## config.mk

```make
export PLATFORM = sky130hd
export DESIGN_NAME = braille_escape_packet_responder
export DESIGN_NICKNAME = d
export VERILOG_FILES = /design/src/hdl/bepr_pkg.sv /design/src/hdl/braille_escape_packet_responder.sv /design/src/hdl/bepr_front.sv /design/src/hdl/bepr_back.sv
export SDC_FILE = /design/constraint.sdc
export NUM_CORES = 1
export LEC_CHECK = 0
export BUFFER_PORTS_ARGS = -buffer_cell sky130_fd_sc_hd__buf_2
export CELL_PAD_IN_SITES_DETAIL_PLACEMENT = 2
export CELL_PAD_IN_SITES_GLOBAL_PLACEMENT = 2
export CORE_MARGIN = 4
export CORE_UTILIZATION = 44
export DETAILED_ROUTE_END_ITERATION = 8
export PLACE_DENSITY = 0.92
export SLEW_MARGIN = 10
export SYNTH_ARGS = -nofsm -noshare
export SYNTH_HDL_FRONTEND = slang
export SYNTH_SLANG_ARGS = --single-unit
export TNS_END_PERCENT = 5
```

## constraint.sdc

```tcl
create_clock -name clk -period 14.75 [get_ports clk]
set_input_delay 2.2125 -clock clk [delete_from_list [all_inputs] [get_ports clk]]
set_output_delay 2.2125 -clock clk [all_outputs]
set_load 0.005 [all_outputs]
```

## src/hdl/bepr_pkg.sv

```systemverilog
// shared types and constants for the braille packet responder
`default_nettype none
package bepr_pkg;

    localparam int MAX_CELLS_DEF = 320;
    localparam int STEP_QDEPTH = 4;
    localparam logic [7:0] ESC_BYTE = 8'h1B;
    localparam logic [7:0] REQ_DISPLAY = 8'h01;
    localparam logic [7:0] REQ_VERSION = 8'h05;
    localparam logic [7:0] REQ_KEYS = 8'h08;
    localparam logic [7:0] REQ_MODE = 8'h12;
    localparam logic [7:0] REQ_PROTO = 8'h15;
    localparam logic [7:0] REQ_IDENT = 8'h84;
    localparam logic [7:0] REQ_SERIAL = 8'h8A;

    localparam logic [1:0] KIND_REPLY = 2'd0;
    localparam logic [1:0] KIND_CELL = 2'd1;
    localparam logic [1:0] KIND_FRAME = 2'd2;

    localparam logic [1:0] CFG_COLUMNS = 2'd0;
    localparam logic [1:0] CFG_ROWS = 2'd1;
    localparam logic [1:0] CFG_TIMEOUT = 2'd2;

    // reply types queued to the back end
    localparam logic [2:0] JOB_NONE = 3'd0;
    localparam logic [2:0] JOB_COUNT = 3'd1;
    localparam logic [2:0] JOB_VERSION = 3'd2;
    localparam logic [2:0] JOB_SERIAL = 3'd3;
    localparam logic [2:0] JOB_IDENT = 3'd4;

    typedef struct packed {
        logic       command;
        logic [7:0] data_byte;
    } in_item_t;

    typedef struct packed {
        logic [1:0] kind;
        logic [7:0] value;
        logic [8:0] cell_index;
        logic [8:0] cursor_position;
        logic       last;
    } out_item_t;

    // one classified step: up to two jobs in order (the reply to a latched request, then a count or request reply)
    typedef struct packed {
        logic [2:0] job_a;
        logic [2:0] job_b;
        logic       cell_ev;
        logic [7:0] cell_val;
        logic [8:0] cell_idx;
        logic       frame_ev;
        logic [8:0] frame_cur;
        logic [7:0] cnt_byte;
        logic [7:0] col_tens;
        logic [7:0] col_ones;
    } step_t;

    // identity payload byte k (k = 0..16), tens/ones are the column digits
    function automatic logic [7:0] ident_byte(input logic [4:0] k,
                                              input logic [7:0] tens,
                                              input logic [7:0] ones);
        logic [7:0] r;
        r = 8'h00;
        case (k)
            5'd0: r = 8'h84;
            5'd1: r = 8'h42;
            5'd2: r = 8'h61;
            5'd3: r = 8'h75;
            5'd4: r = 8'h6D;
            5'd5: r = 8'h20;
            5'd6: r = 8'h56;
            5'd7: r = 8'h61;
            5'd8: r = 8'h72;
            5'd9: r = 8'h69;
            5'd10: r = 8'h6F;
            5'd11: r = tens;
            5'd12: r = ones;
            default: r = 8'h00;
        endcase
        return r;
    endfunction

endpackage
`default_nettype wire

```

## src/hdl/braille_escape_packet_responder.sv

```systemverilog
// top level of the escape-framed braille packet responder
//
//  channel | dir | handshake                | payload
//  in      | in  | in_valid / in_ready      | in_item   (command, data_byte)
//  out     | out | out_valid / out_ready    | out_item  (kind, value, cell_index, ...)
//  cfg     | in  | cfg_write                | cfg_index, cfg_data
//
// one input transfer per cycle while in_ready is high; the front end parses it in that cycle
// and pushes one step record into a short queue
// the back end emits one result transfer per cycle while out_ready allows, up to 18 per step
// reset clears parser, timer, queue and output valid flag; config to reset values
// in_ready drops only when the queue is near full, during long reply bursts
`default_nettype none
module braille_escape_packet_responder #(
    parameter int MAX_CELLS = bepr_pkg::MAX_CELLS_DEF
) (
    input  wire logic                clk,
    input  wire logic                rst_n,
    input  wire logic                in_valid,
    output logic                     in_ready,
    input  wire bepr_pkg::in_item_t  in_item,
    output logic                     out_valid,
    input  wire logic                out_ready,
    output bepr_pkg::out_item_t      out_item,
    input  wire logic                cfg_write,
    input  wire logic [1:0]          cfg_index,
    input  wire logic [15:0]         cfg_data
);
    bepr_pkg::step_t step;
    logic in_fire;
    logic space;

    assign in_ready = space;
    assign in_fire = in_valid && in_ready;

    // parser and timer
    bepr_front #(.MAX_CELLS(MAX_CELLS)) u_front (
        .clk(clk), .rst_n(rst_n),
        .cfg_write(cfg_write), .cfg_index(cfg_index), .cfg_data(cfg_data),
        .in_fire(in_fire), .in_item(in_item), .step(step)
    );

    // result sequencer
    bepr_back #(.QDEPTH(bepr_pkg::STEP_QDEPTH)) u_back (
        .clk(clk), .rst_n(rst_n),
        .push(in_fire), .step(step), .space(space),
        .out_valid(out_valid), .out_ready(out_ready), .out_item(out_item)
    );

endmodule
`default_nettype wire

```

## src/hdl/bepr_front.sv

```systemverilog
// front end: packet parser, timer and classification of each input
`default_nettype none
module bepr_front #(
    parameter int MAX_CELLS = bepr_pkg::MAX_CELLS_DEF
) (
    input  wire logic              clk,
    input  wire logic              rst_n,
    input  wire logic              cfg_write,
    input  wire logic [1:0]        cfg_index,
    input  wire logic [15:0]       cfg_data,
    input  wire logic              in_fire,
    input  wire bepr_pkg::in_item_t in_item,
    output bepr_pkg::step_t        step
);
    localparam int CW = $clog2(MAX_CELLS + 1);

    typedef enum logic [5:0] {
        PH_HUNT    = 6'b000001,
        PH_REQ     = 6'b000010,
        PH_CELLS   = 6'b000100,
        PH_ARGS    = 6'b001000,
        PH_SKIP    = 6'b010000,
        PH_LATCHED = 6'b100000
    } phase_t;

    phase_t      phase_reg, phase_next;
    logic [7:0]  req_reg, req_next;
    logic        esc_reg, esc_next;
    logic [1:0]  args_reg, args_next;
    logic [CW-1:0] cnt_reg, cnt_next;
    logic [CW-1:0] cur_reg, cur_next;
    logic        armed_reg, armed_next;
    logic [15:0] tcount_reg, tcount_next;
    logic [6:0]  cols_reg, cols_next;
    logic [2:0]  rows_reg, rows_next;
    logic [15:0] tout_reg;
    logic [CW-1:0] total_reg;
    logic [7:0]  tens_reg, ones_reg;

    // cell total and column digits, registered together with each config write
    logic [9:0] prod;
    logic [3:0] tens_c;
    logic [6:0] ones_c;
    always_comb
    begin
        cols_next = cols_reg;
        rows_next = rows_reg;
        if (cfg_write && cfg_index == bepr_pkg::CFG_COLUMNS)
            cols_next = cfg_data[6:0];
        if (cfg_write && cfg_index == bepr_pkg::CFG_ROWS)
            rows_next = cfg_data[2:0];
        prod = 10'(cols_next) * 10'(rows_next);
        tens_c = 4'((15'(cols_next) * 15'd205) >> 11);
        ones_c = cols_next - 7'(tens_c) * 7'd10;
    end

    always_ff @(posedge clk or negedge rst_n)
    begin
        if (!rst_n)
        begin
            cols_reg <= 7'd40;
            rows_reg <= 3'd1;
            tout_reg <= 16'd1000;
            total_reg <= CW'(40 > MAX_CELLS ? MAX_CELLS : 40);
            tens_reg <= 8'h34;
            ones_reg <= 8'h30;
        end
        else
        begin
            cols_reg <= cols_next;
            rows_reg <= rows_next;
            if (cfg_write && cfg_index == bepr_pkg::CFG_TIMEOUT)
                tout_reg <= cfg_data;
            total_reg <= (32'(prod) > 32'(MAX_CELLS)) ? CW'(MAX_CELLS) : CW'(prod);
            tens_reg <= 8'h30 + 8'(tens_c);
            ones_reg <= 8'h30 + 8'(ones_c);
        end
    end

    // per-step combinational parse
    always_comb
    begin
        logic [7:0] b;
        logic       data_in;
        logic       disp;
        logic [7:0] dreq;
        logic [CW-1:0] inc;
        logic [2:0] job;
        b = in_item.data_byte;
        data_in = 1'b0;
        disp = 1'b0;
        dreq = b;
        inc = '0;
        job = bepr_pkg::JOB_NONE;
        phase_next = phase_reg;
        req_next = req_reg;
        esc_next = esc_reg;
        args_next = args_reg;
        cnt_next = cnt_reg;
        cur_next = cur_reg;
        armed_next = armed_reg;
        tcount_next = tcount_reg;
        step = '0;
        step.cnt_byte = 8'(total_reg);
        step.col_tens = tens_reg;
        step.col_ones = ones_reg;

        // latched request from a break is acted on first
        if (phase_reg == PH_LATCHED)
        begin
            esc_next = 1'b0;
            phase_next = PH_HUNT;
            case (req_reg)
                bepr_pkg::REQ_DISPLAY:
                begin
                    cnt_next = '0;
                    cur_next = '0;
                    if (total_reg == '0)
                    begin
                        armed_next = 1'b0;
                        step.frame_ev = 1'b1;
                    end
                    else
                    begin
                        armed_next = 1'b1;
                        tcount_next = tout_reg;
                        phase_next = PH_CELLS;
                    end
                end
                bepr_pkg::REQ_MODE:
                begin
                    args_next = 2'd2;
                    phase_next = PH_ARGS;
                end
                bepr_pkg::REQ_PROTO:
                begin
                    args_next = 2'd1;
                    phase_next = PH_ARGS;
                end
                bepr_pkg::REQ_KEYS:   ;
                bepr_pkg::REQ_VERSION: step.job_a = bepr_pkg::JOB_VERSION;
                bepr_pkg::REQ_SERIAL:  step.job_a = bepr_pkg::JOB_SERIAL;
                bepr_pkg::REQ_IDENT:   step.job_a = bepr_pkg::JOB_IDENT;
                default: phase_next = PH_SKIP;
            endcase
        end

        if (in_item.command)
        begin
            if (armed_next)
            begin
                if (tcount_next <= 16'd1)
                begin
                    armed_next = 1'b0;
                    tcount_next = '0;
                    job = bepr_pkg::JOB_COUNT;
                end
                else
                    tcount_next = tcount_next - 16'd1;
            end
        end
        else
        begin
            case (phase_next)
                PH_HUNT, PH_SKIP:
                    if (b == bepr_pkg::ESC_BYTE)
                    begin
                        phase_next = PH_REQ;
                        esc_next = 1'b0;
                    end
                PH_REQ, PH_CELLS, PH_ARGS:
                    if (esc_next)
                    begin
                        esc_next = 1'b0;
                        if (b == bepr_pkg::ESC_BYTE)
                            data_in = 1'b1;
                        else if (armed_next)
                        begin
                            armed_next = 1'b0;
                            job = bepr_pkg::JOB_COUNT;
                            req_next = b;
                            phase_next = PH_LATCHED;
                        end
                        else
                            disp = 1'b1;
                    end
                    else if (b == bepr_pkg::ESC_BYTE)
                        esc_next = 1'b1;
                    else
                        data_in = 1'b1;
                default: phase_next = PH_HUNT;
            endcase

            if (data_in)
            begin
                if (phase_next == PH_REQ)
                    disp = 1'b1;
                else if (phase_next == PH_CELLS)
                begin
                    step.cell_ev = 1'b1;
                    step.cell_val = b;
                    step.cell_idx = 9'(cnt_next);
                    inc = cnt_next + CW'(1);
                    if (b[7:6] == 2'b11)
                        cur_next = inc;
                    cnt_next = inc;
                    if (inc >= total_reg)
                    begin
                        step.frame_ev = 1'b1;
                        armed_next = 1'b0;
                        phase_next = PH_HUNT;
                    end
                end
                else
                begin
                    if (args_next != 2'd0)
                        args_next = args_next - 2'd1;
                    if (args_next == 2'd0)
                        phase_next = PH_HUNT;
                end
            end

            if (disp)
            begin
                req_next = dreq;
                esc_next = 1'b0;
                phase_next = PH_HUNT;
                case (dreq)
                    bepr_pkg::REQ_DISPLAY:
                    begin
                        cnt_next = '0;
                        cur_next = '0;
                        if (total_reg == '0)
                        begin
                            armed_next = 1'b0;
                            step.frame_ev = 1'b1;
                        end
                        else
                        begin
                            armed_next = 1'b1;
                            tcount_next = tout_reg;
                            phase_next = PH_CELLS;
                        end
                    end
                    bepr_pkg::REQ_MODE:
                    begin
                        args_next = 2'd2;
                        phase_next = PH_ARGS;
                    end
                    bepr_pkg::REQ_PROTO:
                    begin
                        args_next = 2'd1;
                        phase_next = PH_ARGS;
                    end
                    bepr_pkg::REQ_KEYS:   ;
                    bepr_pkg::REQ_VERSION: job = bepr_pkg::JOB_VERSION;
                    bepr_pkg::REQ_SERIAL:  job = bepr_pkg::JOB_SERIAL;
                    bepr_pkg::REQ_IDENT:   job = bepr_pkg::JOB_IDENT;
                    default: phase_next = PH_SKIP;
                endcase
            end
        end
        step.frame_cur = 9'(cur_next);
        step.job_b = job;
        if (!in_fire)
            step = '0;
    end

    always_ff @(posedge clk or negedge rst_n)
    begin
        if (!rst_n)
        begin
            phase_reg <= PH_HUNT;
            req_reg <= '0;
            esc_reg <= 1'b0;
            args_reg <= '0;
            cnt_reg <= '0;
            cur_reg <= '0;
            armed_reg <= 1'b0;
            tcount_reg <= '0;
        end
        else if (in_fire)
        begin
            phase_reg <= phase_next;
            req_reg <= req_next;
            esc_reg <= esc_next;
            args_reg <= args_next;
            cnt_reg <= cnt_next;
            cur_reg <= cur_next;
            armed_reg <= armed_next;
            tcount_reg <= tcount_next;
        end
    end

    property p_armed_in_cells;
        @(posedge clk) disable iff (!rst_n) armed_reg |-> phase_reg == PH_CELLS;
    endproperty
    assert property (p_armed_in_cells) else $error("timer armed outside a display packet");

    property p_phase_onehot;
        @(posedge clk) disable iff (!rst_n) $onehot(phase_reg);
    endproperty
    assert property (p_phase_onehot) else $error("parse phase not one-hot");

endmodule
`default_nettype wire

```

## src/hdl/bepr_back.sv

```systemverilog
// back end: step queue and sequencer that expands each step into result transfers
`default_nettype none
module bepr_back #(
    parameter int QDEPTH = bepr_pkg::STEP_QDEPTH
) (
    input  wire logic               clk,
    input  wire logic               rst_n,
    input  wire logic               push,
    input  wire bepr_pkg::step_t    step,
    output logic                    space,
    output logic                    out_valid,
    input  wire logic               out_ready,
    output bepr_pkg::out_item_t     out_item
);
    localparam int QW = $clog2(QDEPTH);

    bepr_pkg::step_t q_mem [QDEPTH];
    logic [QW-1:0] wp_reg, rp_reg;
    logic [QW:0]   n_reg, n_next;

    // sequencer position within the head step
    // stage: 0 job_a, 1 cell, 2 frame, 3 job_b
    logic [1:0] stg_reg, stg_next;
    logic [4:0] pos_reg, pos_next;
    logic       dup_reg, dup_next;
    logic       pop;
    logic       has_out;
    bepr_pkg::out_item_t cand;
    logic       done;

    bepr_pkg::out_item_t oreg_reg;
    logic       ovalid_reg;
    logic       take;

    bepr_pkg::step_t head;
    assign head = q_mem[rp_reg];
    assign space = (n_reg < (QW+1)'(QDEPTH - 1));

    function automatic logic [4:0] job_len(input logic [2:0] j);
        logic [4:0] r;
        case (j)
            bepr_pkg::JOB_COUNT:   r = 5'd2;
            bepr_pkg::JOB_VERSION: r = 5'd2;
            bepr_pkg::JOB_SERIAL:  r = 5'd9;
            bepr_pkg::JOB_IDENT:   r = 5'd17;
            default: r = 5'd0;
        endcase
        return r;
    endfunction

    function automatic logic [7:0] job_byte(input logic [2:0] j, input logic [4:0] k,
                                            input bepr_pkg::step_t s);
        logic [7:0] r;
        r = 8'h00;
        case (j)
            bepr_pkg::JOB_COUNT:   r = (k == 5'd0) ? 8'h01 : s.cnt_byte;
            bepr_pkg::JOB_VERSION: r = (k == 5'd0) ? 8'h05 : 8'h01;
            bepr_pkg::JOB_SERIAL:  r = (k == 5'd0) ? 8'h8A : 8'h30;
            bepr_pkg::JOB_IDENT:   r = bepr_pkg::ident_byte(k, s.col_tens, s.col_ones);
            default: r = 8'h00;
        endcase
        return r;
    endfunction

    // find the next output of the head step from the current position
    always_comb
    begin
        logic [2:0] j;
        logic [1:0] st;
        logic [4:0] p;
        logic       d;
        logic [7:0] by;
        logic       found;
        logic       rest;
        j = bepr_pkg::JOB_NONE;
        st = stg_reg;
        p = pos_reg;
        d = dup_reg;
        by = 8'h00;
        found = 1'b0;
        cand = '0;
        // skip empty stages
        for (int i = 0; i < 4; i++)
        begin
            if (!found)
            begin
                case (st)
                    2'd0: j = head.job_a;
                    2'd3: j = head.job_b;
                    default: j = bepr_pkg::JOB_NONE;
                endcase
                if (st == 2'd0 || st == 2'd3)
                begin
                    if (j != bepr_pkg::JOB_NONE)
                        found = 1'b1;
                end
                else if (st == 2'd1)
                    found = head.cell_ev;
                else
                    found = head.frame_ev;
                if (!found && st != 2'd3)
                begin
                    st = st + 2'd1;
                    p = '0;
                    d = 1'b0;
                end
            end
        end
        has_out = found && (n_reg != '0);
        stg_next = st;
        pos_next = p;
        dup_next = d;
        done = 1'b0;
        if (st == 2'd1)
        begin
            cand.kind = bepr_pkg::KIND_CELL;
            cand.value = head.cell_val;
            cand.cell_index = head.cell_idx;
            stg_next = 2'd2;
        end
        else if (st == 2'd2)
        begin
            cand.kind = bepr_pkg::KIND_FRAME;
            cand.cursor_position = head.frame_cur;
            stg_next = 2'd3;
        end
        else
        begin
            cand.kind = bepr_pkg::KIND_REPLY;
            // position 0 is the leading escape, then payload bytes
            if (p == 5'd0)
            begin
                cand.value = bepr_pkg::ESC_BYTE;
                pos_next = 5'd1;
            end
            else
            begin
                by = job_byte(j, p - 5'd1, head);
                cand.value = by;
                if (by == bepr_pkg::ESC_BYTE && !d)
                    dup_next = 1'b1;
                else
                begin
                    dup_next = 1'b0;
                    pos_next = p + 5'd1;
                end
            end
            if (pos_next == job_len(j) + 5'd1 && !dup_next)
            begin
                stg_next = st + 2'd1;
                pos_next = '0;
                if (st == 2'd3)
                    done = 1'b1;
            end
        end
        // is anything left after this one
        rest = 1'b0;
        if (!done)
        begin
            if (stg_next == 2'd1)
                rest = head.cell_ev || head.frame_ev || head.job_b != bepr_pkg::JOB_NONE;
            else if (stg_next == 2'd2)
                rest = head.frame_ev || head.job_b != bepr_pkg::JOB_NONE;
            else if (stg_next == 2'd3)
                rest = head.job_b != bepr_pkg::JOB_NONE;
            else
                rest = 1'b1;
        end
        if (st == 2'd3 && !done)
            rest = 1'b1;
        cand.last = !rest;
        if (!found)
            cand.last = 1'b1;
    end

    assign take = !ovalid_reg || out_ready;
    assign pop = (n_reg != '0) && take && (!has_out || cand.last);

    always_comb
    begin
        n_next = n_reg;
        if (push && !pop)
            n_next = n_reg + (QW+1)'(1);
        else if (!push && pop)
            n_next = n_reg - (QW+1)'(1);
    end

    always_ff @(posedge clk)
    begin
        if (push)
            q_mem[wp_reg] <= step;
        if (take && has_out)
            oreg_reg <= cand;
    end

    always_ff @(posedge clk or negedge rst_n)
    begin
        if (!rst_n)
        begin
            wp_reg <= '0;
            rp_reg <= '0;
            n_reg <= '0;
            stg_reg <= '0;
            pos_reg <= '0;
            dup_reg <= 1'b0;
            ovalid_reg <= 1'b0;
        end
        else
        begin
            if (push)
                wp_reg <= (wp_reg == QW'(QDEPTH - 1)) ? '0 : wp_reg + QW'(1);
            n_reg <= n_next;
            if (take)
                ovalid_reg <= has_out;
            if (pop)
            begin
                rp_reg <= (rp_reg == QW'(QDEPTH - 1)) ? '0 : rp_reg + QW'(1);
                stg_reg <= '0;
                pos_reg <= '0;
                dup_reg <= 1'b0;
            end
            else if (take && has_out)
            begin
                stg_reg <= stg_next;
                pos_reg <= pos_next;
                dup_reg <= dup_next;
            end
        end
    end

    assign out_valid = ovalid_reg;
    assign out_item = oreg_reg;

    property p_no_overflow;
        @(posedge clk) disable iff (!rst_n) push |-> n_reg < (QW+1)'(QDEPTH);
    endproperty
    assert property (p_no_overflow) else $error("step queue overflow");

    property p_count_bound;
        @(posedge clk) disable iff (!rst_n) n_reg <= (QW+1)'(QDEPTH);
    endproperty
    assert property (p_count_bound) else $error("queue count out of range");

    property p_hold;
        @(posedge clk) disable iff (!rst_n) out_valid && !out_ready |=> $stable(oreg_reg);
    endproperty
    assert property (p_hold) else $error("output register changed while stalled");

endmodule
`default_nettype wire
```

== Yosys cells after proc, flatten, opt, wreduce, memory -nomap -nowiden ==
Memory sizes are Yosys's and may differ from the RTL's.
Cells that the tools add are included.
Storage, ports and cells
  output and inout bits: 31
  bits of input ports: 32
  bits in writable memories: 232
  register bits: 148
  logic and storage cells: 410
  memories: 1
Memory list
  u_back.q_mem: depth 4, bits a word 58, rd ports 1, clocked after Yosys merged registers in 0, wr ports 1, RTL line bepr_back.sv:17  | bepr_pkg::step_t q_mem [QDEPTH];
Operators by class
  $mul: 3
  add/sub/neg operators: 18
  bitwise logic cells: 2
  eq/ne operators: 65
  multiplexer cells: 222
  magnitude comparators: 4
  reductions and logical operators: 69
Operator list (number)
  $mux W9: 18
  $mux W16: 9
  $mux W8: 13
  $pmux W8 S12: 1
  $mux W5: 18
  $mux W1: 86
  $mux W6: 13
  $mux W19: 4
  $mux W58: 1
  $mux W3: 18
  $mux W2: 26
  $eq A8 B5 Y1 const B: 6
  $pmux W6 S3: 2
  $eq A8 B8 Y1 const B: 4
  $pmux W8 S4: 1
  $eq A5 B4 Y1 const B: 5
  $eq A2 B2 Y1 const B: 12
  $pmux W3 S2: 4
  $eq A5 B3 Y1 const B: 4
  $pmux W3 S3: 2
  $reduce_bool A3 Y1: 6
  $logic_and A1 B1 Y1: 17
  $eq A8 B1 Y1 const B: 2
  $eq A8 B3 Y1 const B: 2
  other kinds (49): 109

== Depth between registers and ports, before layout ==
Gate-level depths: netlist of the first run.
  depth after elaboration: 73
  depth in mapped cells: 58
  depth with buffers taken out: 53

== Hierarchy ==
From an unflattened synthesis of the first run, not the netlist that was laid out.
Unflattened totals
  cell total of the unflattened synthesis: 1833
  area total of the unflattened synthesis: 21354.2 µm²
By module, submodules not included
  bepr_back: area each 12904.9 µm², instances 1, seq. area each 8237.9 µm², cells an instance 858
  bepr_front: area each 8443.1 µm², instances 1, seq. area each 2471.1 µm², cells an instance 974
  braille_escape_packet_responder: area each 6.3 µm², instances 1, seq. area each 0.0 µm², cells an instance 1

== Least setup slack after synthesis of the first run ==
Ideal clock, no wire load.
  kind: register to register
  from: register u_back.rp_reg[0]
  to: register u_back.n_reg[2]
  path slack: 2.529 ns
  period minus slack after synthesis: 12.221 ns
  arrival: 12.142 ns
  setup time: 0.079 ns
  cell stages (with the launch flop): 54
  path buffers: 7
  required time: 14.671 ns
  path through: dfrtp_1 -> buf_2 -> buf_6 -> mux4_2 -> o21ai_0 -> nand3_1 -> nor3_1 -> xnor2_1 -> inv_1 -> ha_1 -> clkbuf_1 -> a221o_1 -> o31a_1 -> or3_1 -> buf_6 -> nor2_1 -> mux2_2 -> inv_1 -> [18 not listed] -> mux2i_1 -> nor2_1 -> o21ai_0 -> or4b_1 -> a221oi_1 -> a221o_1 -> nor4_4 -> o31a_1 -> a311oi_1 -> xnor2_2 -> a21bo_4 -> nand3_4 -> ha_1 -> inv_1 -> fa_1 -> xor2_1 -> nor2_1 -> xor2_1
Between the ends
  cells in the longest elaborated chain, start to end: 73
  elaborated cells between the ends (all ways): 164
  those cells by class: 7 x add/sub; 33 x eq/ne; 82 x mux; 41 x reduce/logical; 1 x memory
RTL lines
  start: declaration: RTL line bepr_back.sv:18  | logic [QW-1:0] wp_reg, rp_reg;
  start signal: assignment: RTL line bepr_back.sv:217  | rp_reg <= (rp_reg == QW'(QDEPTH - 1)) ? '0 : rp_reg + QW'(1);
  $mem_v2 Z4 W58 (*)
  $pmux W3 S2: RTL line bepr_back.sv:87  | case (st)
  $reduce_bool A3 Y1: RTL line bepr_back.sv:94  | if (j != bepr_pkg::JOB_NONE)
  $mux W1: RTL line bepr_back.sv:94
  $mux W1: RTL line bepr_back.sv:92  | if (st == 2'd0 || st == 2'd3)
  $logic_not A1 Y1: RTL line bepr_back.sv:101  | if (!found && st != 2'd3)
  $logic_and A1 B1 Y1: RTL line bepr_back.sv:101
  $mux W2: RTL line bepr_back.sv:101
  [57 not listed]
  $mux W1: RTL line bepr_back.sv:169  | if (st == 2'd3 && !done)
  $logic_not A1 Y1: RTL line bepr_back.sv:171  | cand.last = !rest;
  $mux W1: RTL line bepr_back.sv:172  | if (!found)
  $logic_or A1 B1 Y1 (*): RTL line bepr_back.sv:177  | assign pop = (n_reg != '0) && take && (!has_out || cand.last);
  $logic_and A1 B1 Y1 (*): RTL line bepr_back.sv:177
  $logic_not A1 Y1: RTL line bepr_back.sv:182  | if (push && !pop)
  $logic_and A1 B1 Y1: RTL line bepr_back.sv:182
  $mux W3 / $reduce_bool A2 Y1 (equally long branches)
  end signal: assignment: RTL line bepr_back.sv:212  | n_reg <= n_next;
  end: declaration: RTL line bepr_back.sv:19  | logic [QW:0] n_reg, n_next;
Every way passes the cells marked *; elsewhere a longest branch is shown, timed or not. The select of a mux whose other input is x is not followed.
A chain may end at the register's enable or synchronous reset.

== Worst setup path in the final report of the first run ==
Same ends and word-level chain as after synthesis.

==> results of run 1 <==
## area by class of cell
| cell class | instances | area share |
|---|---|---|
| clock inverter | 27 | 0.01580 |
| multi-input combinational | 1160 | 0.4071 |
| antenna | 2 | 0.0002218 |
| timing repair buffer | 89 | 0.02340 |
| inverter | 91 | 0.01514 |
| clock buffer | 47 | 0.04647 |
| tap | 592 | 0.03283 |
| sequential | 363 | 0.4590 |
## routing by layer
metal,GRT usage,up-vias
met4,0.1339,2
met3,0.04479,230
met1,0.3713,8223
met5,0,-
li1,-,6477
met2,0.5412,796
## worst max-delay path, delay by kind of cell, from the launching register on
family                   cells  cell delay [ns]
AND/OR/NAND/NOR             17             4.70
XOR/XNOR                     3             0.67
buffers and inverters        7             1.20
adder cells (fa/ha/maj)      6             2.25
multiplexers                 3             1.41
flip-flops                   1             0.55
AO/OA/AOI/OAI               12             3.54
## layout by cell type, fill, tap and decap left out, drive strengths merged, types with 8 or more instances in the layout
cell type,synthesis,routed
mux4,54,54
o221ai,8,8
nand3,37,37
xor2,21,21
nand4,14,14
a221o,9,9
o21ai,81,81
ha,96,96
dfrtp,99,99
mux2,41,41
nand2,130,130
and3,50,50
clkinv,0,19
buf,16,89
o211ai,11,11
a211oi,12,12
nor3,44,44
xnor2,27,27
nor2,127,127
mux2i,20,20
a22oi,29,29
a21o,21,21
edfxtp,249,249
a31oi,14,14
nor2b,14,14
a21oi,59,59
o22ai,10,10
dfstp,15,15
clkbuf,52,47
a22o,24,24
and2,37,37
fa,17,17
o21a,14,14
inv,91,92
nor4,18,18
nand2b,8,8
## repair_timing
action                                  CTS  global route
endpoints found under the setup margin    7             8
cloned                                    0             0
gates resized for setup                   9            16
pin swaps                                 0             1
setup buffers                             0             8
hold buffers                              0             0
## metrics by stage
step	setup slack (ns)	hold WS, ns	util	cell area [um^2]	TNS, ns
after floorplan	2.529	0.4492	-	20030	0
after global placement	1.184	0.4637	0.4698	20960	0
after detailed placement	-0.3967	0.4754	0.4698	20960	-0.6984
after CTS	0.03163	0.5176	0.5023	22410	0
after global routing	-0.3450	0.5293	0.5057	22560	-0.5175
final	0.2917	0.5097	0.5058	22560	0
## how the worst max path moves through the flow
stage	slack [ns]	to	start	cells past startpoint
2_1_floorplan	2.53	u_back.n_reg[2]	u_back.rp_reg[0]	53
3_3_place_gp	1.18	u_back.n_reg[2]	u_back.rp_reg[0]	49
3_5_place_dp	-0.40	u_back.n_reg[2]	u_back.rp_reg[0]	48
4_1_cts	0.03	u_back.n_reg[2]	u_back.rp_reg[0]	49
5_1_grt	-0.35	u_back.n_reg[2]	u_back.rp_reg[0]	50
6_report	0.29	u_back.n_reg[2]	u_back.rp_reg[0]	48
## kinds of logic (layout without fill, tap and decap cells)
kind of cell	Yosys count	count (layout)	synth area share
AND/OR/NAND/NOR	518	518	0.1313
AO/OA/AOI/OAI	366	366	0.1280
flip-flops	363	363	0.5167
buffers and inverters	159	254	0.03174
multiplexers	115	115	0.09396
adder cells (fa/ha/maj)	113	113	0.07697
XOR/XNOR	48	48	0.02137
other	0	2	0
==> impl_metrics.tcl, run 1 <==
set metrics [dict create \
    crit_path_max_incr_delay_ns 0.68 \
    vias 15730 \
    status "finished clean" \
    min_period_ns 14.46 \
    drc 0 \
    antenna_found_initial 2 \
    core.rowCount 77 \
    drt_first_iter_violations 1788 \
    final_cells 2371 \
    setup_viol 0 \
    top_layer_used "met5" \
    synth_nets 1827 \
    ys_seq_elements 363 \
    core_mm2 0.04461 \
    final_antenna_net_count 0 \
    wl_met1_mm 29.90 \
    regMostFlops "u_back.q_mem" \
    cp_common_cell "inv_1" \
    synthTopCellsByCount "edfxtp_1 (249), nand2_1 (128), nor2_1 (127), dfrtp_1 (99), ha_1 (96)" \
    final_nets 1891 \
    grt_max_degree 59 \
    end_kind "flop" \
    grt_pass1_vias 17150 \
    critPathLaunchType "flop" \
    cts_tree "yes" \
    cp.arrival_ns 14.97 \
    slew-limit-headroom 0.1534 \
    seqCellArea_mm2 0.01036 \
    timing.rr.start "u_back.rp_reg[0]" \
    cts_buffers 41 \
    crit_type "reg -> reg" \
    multi_input_area_mm2 0.009186 \
    port_buffers 62 \
    detail_route.wl_per_cell_um 32.90 \
    dp_hpwl_mm 49.79 \
    io_pins 63 \
    synth.avg_cell_area_um2 11.91 \
    place.gp.congestion 0.8661 \
    drt-pass1-iter-count 6 \
    insertion_delay_ns 0.60 \
    hold_start "u_front.args_reg[1]" \
    post-route-period-util 0.9802 \
    synth-edff-count 249 \
    chipWidth_um 221.4 \
    die_y_um 221.4 \
    viasPerCell 6.633 \
    synth.area.top_cells "edfxtp_1 (37%), dfrtp_1 (12%), mux4_2 (6.1%), ha_1 (6.0%), nand2_1 (2.4%)" \
    synth_flop_cell "edfxtp_1" \
    fillers 4294 \
    layout-drive-gt1-share 0.1739 \
    routed_wl_mm 78.01 \
    synthToLayoutAreaGrowth_pct 12.66 \
    synth_top_area_cell "edfxtp_1" \
    drv_cap 0 \
    met2_length_mm 39.85 \
    grt_pass1_wl_mm 115.2 \
    crit_fanout 12 \
    ys_async_sr_fraction 0.3140 \
    yosysMostFrequentCell "edfxtp_1" \
    cp.required_ns 15.26 \
    path_clk_slew_ns 0.06 \
    ff2ff_path_depth 48 \
    wl_met3_mm 4.564 \
    clock.fmax_mhz 69.16 \
    cts_root_buf "clkbuf_16" \
    hold-path-endpoint "u_front.args_reg[1]" \
    cp_slowest_cell "mux4_2" \
    hold_class "reg -> reg" \
    clock_path_buffers 3 \
    tightest_slew_ns 1.262 \
    grt_util_all_layers 0.3053 \
    cts-htree-levels 2 \
    dp.cells 2287 \
    timing.rr.end "u_back.n_reg[2]" \
    largest_register_ffs 220 \
    yosysUniqueCellTypes 90 \
    die_area_mm2 0.04900 \
    clock_sinks 363 \
    netlist_area_mm2 0.02003 \
    final.setup_skew_ns 0.02599 \
    hold-path-cell-count 1 \
    grt_overflow 0 \
    seq_area_frac_synth 0.5167 \
    drv_slew 0 \
    finalHoldViolations 0 \
    start_util 0.4490 \
    yosys_warnings 0 \
    r2r_setup_slack_ns 0.29 \
    synth_top_area_frac 0.3733 \
    synth_cells 1682 \
]
Power of run 1 is not shown: default switching activity piles up to over one toggle a cycle in this logic, so the estimate is an artifact.
==> run 2, diff against run 1 <==
clock period = 13.5 ns   (was 14.75 ns; I/O delays follow)
==> run 2 against run 1 <==
Net effect: worst setup slack lost 0.15 ns; cell count grew 0.72%; via count grew 1.3%; wire length grew 1.4%; global-route usage grew 0.77 points; non-clock buffer count grew 17; flip-flop and latch count is the same; die area is the same; first-iteration DRC count shrank 13%; critical path type unchanged; highest routed layer is now met4.
==> impl_metrics.tcl, run 2 (synthesis gave the netlist of run 1 again) <==
set metrics [dict create \
    status "finished clean" \
    regMostFlops "u_back.q_mem" \
    place.gp.congestion 0.9127 \
    drt_first_iter_violations 1547 \
    multi_input_area_mm2 0.009268 \
    critPathLaunchType "flop" \
    met2_length_mm 40.28 \
    end_kind "flop" \
    wl_met1_mm 29.36 \
    die_y_um 221.4 \
    final.setup_skew_ns 0.03682 \
    grt_overflow 0 \
    cp_slowest_cell "mux4_2" \
    routed_wl_mm 79.09 \
    grt_pass1_vias 17570 \
    drv_slew 0 \
    r2r_setup_slack_ns 0.14 \
    cp.arrival_ns 13.84 \
    hold_class "reg -> reg" \
    cts_tree "yes" \
    tightest_slew_ns 1.337 \
    core.rowCount 77 \
    crit_type "reg -> reg" \
    final_area_mm2 0.02274 \
    cp.required_ns 13.97 \
    clock_path_buffers 3 \
    final_antenna_net_count 0 \
    hold-path-endpoint "u_front.args_reg[1]" \
    crit_path_max_incr_delay_ns 0.61 \
    crit_fanout 10 \
    utilization 0.5097 \
    seqCellArea_mm2 0.01036 \
    post-route-period-util 0.9897 \
    postPlaceCellArea_mm2 0.02101 \
    final_cell_mix "edfxtp_1 (249), nand2_1 (128), nor2_1 (125)" \
    die_area_mm2 0.04900 \
    hold-path-cell-count 1 \
    finalHoldViolations 0 \
    cts_buffers 41 \
    clock.fmax_mhz 74.84 \
    synthToLayoutAreaGrowth_pct 13.52 \
    setup_viol 0 \
    chipWidth_um 221.4 \
    viasPerCell 6.673 \
    timing.rr.start "u_back.rp_reg[0]" \
    insertion_delay_ns 0.61 \
    core_mm2 0.04461 \
    port_buffers 62 \
    detail_route.wl_per_cell_um 33.12 \
    drt-pass1-iter-count 7 \
    top_layer_used "met4" \
    final_cells 2388 \
    largest_register_ffs 220 \
    io_pins 63 \
    cts-htree-levels 2 \
    timing.rr.end "u_back.n_reg[2]" \
    antenna_cells 0 \
    slew-limit-headroom 0.1032 \
    mostFrequentLayoutCell "edfxtp_1" \
    clock_sinks 363 \
    start_util 0.4490 \
    path_clk_slew_ns 0.06 \
    grt_util_all_layers 0.3130 \
    vias 15930 \
    holdBufCountCts 0 \
    antenna_found_initial 0 \
    drv_cap 0 \
    wl_met3_mm 4.656 \
    final_nets 1908 \
    ff2ff_path_depth 47 \
    fillers 4313 \
    hold_start "u_front.args_reg[1]" \
    drc 0 \
    cts_root_buf "clkbuf_16" \
    layout-drive-gt1-share 0.1915 \
    cp_common_cell "inv_1" \
    dp_hpwl_mm 50.50 \
    grt_max_degree 73 \
    min_period_ns 13.36 \
    hold-worst-slack_ns 0.4920 \
    grt_pass1_wl_mm 118.1 \
    dp.cells 2294 \
]
[run 2: worst max-delay path by stage]
stage                           from               to  slack (ns)
finish              u_back.rp_reg[0]  u_back.n_reg[2]        0.14
CTS                 u_back.rp_reg[0]  u_back.n_reg[2]        0.02
global placement    u_back.rp_reg[0]  u_back.n_reg[2]        0.73
detailed placement  u_back.rp_reg[0]  u_back.n_reg[2]       -0.27
global route        u_back.rp_reg[0]  u_back.n_reg[2]       -0.25
floorplan           u_back.rp_reg[0]  u_back.n_reg[2]        1.28
[run 2: per-stage QoR]
step           setup TNS [ns]  setup WS (ns)
2_1_floorplan               0          1.279
3_3_place_gp                0         0.7339
3_5_place_dp          -0.4489        -0.2672
4_1_cts                     0        0.02295
5_1_grt               -0.2963        -0.2496
6_report                    0         0.1385
[run 2: final cells by class]
type / instances / share of cell area
multi-input cells: 1160 / 0.4076
inverters: 91 / 0.01502
clock buffers: 60 / 0.05179
repair buffers: 106 / 0.02829
clock inverters: 16 / 0.009190
well taps: 592 / 0.03258
flip-flops and latches: 363 / 0.4555
[run 2: timing repair]
action	4_1_cts	5_1_grt
pin swaps	4	7
buffers inserted	8	10
gates resized for setup	24	20
setup endpoints to repair	14	3
[run 2: critical path, delay by kind of cell, from the launching register on]
family	cells	cell delay (ns)
AND/OR/NAND/NOR	17	4.38
buffers and inverters	6	0.88
adder cells (fa/ha/maj)	6	1.90
multiplexers	4	1.68
XOR/XNOR	4	0.91
flip-flops	1	0.55
AO/OA/AOI/OAI	10	2.91
[run 2: per-layer routing]
metal | vias up | GRT usage
met5 | - | 0
met4 | 0 | 0.1516
met3 | 286 | 0.05168
met2 | 789 | 0.5563
met1 | 8337 | 0.3694
li1 | 6522 | -
Power of run 2 is left out for the same reason.
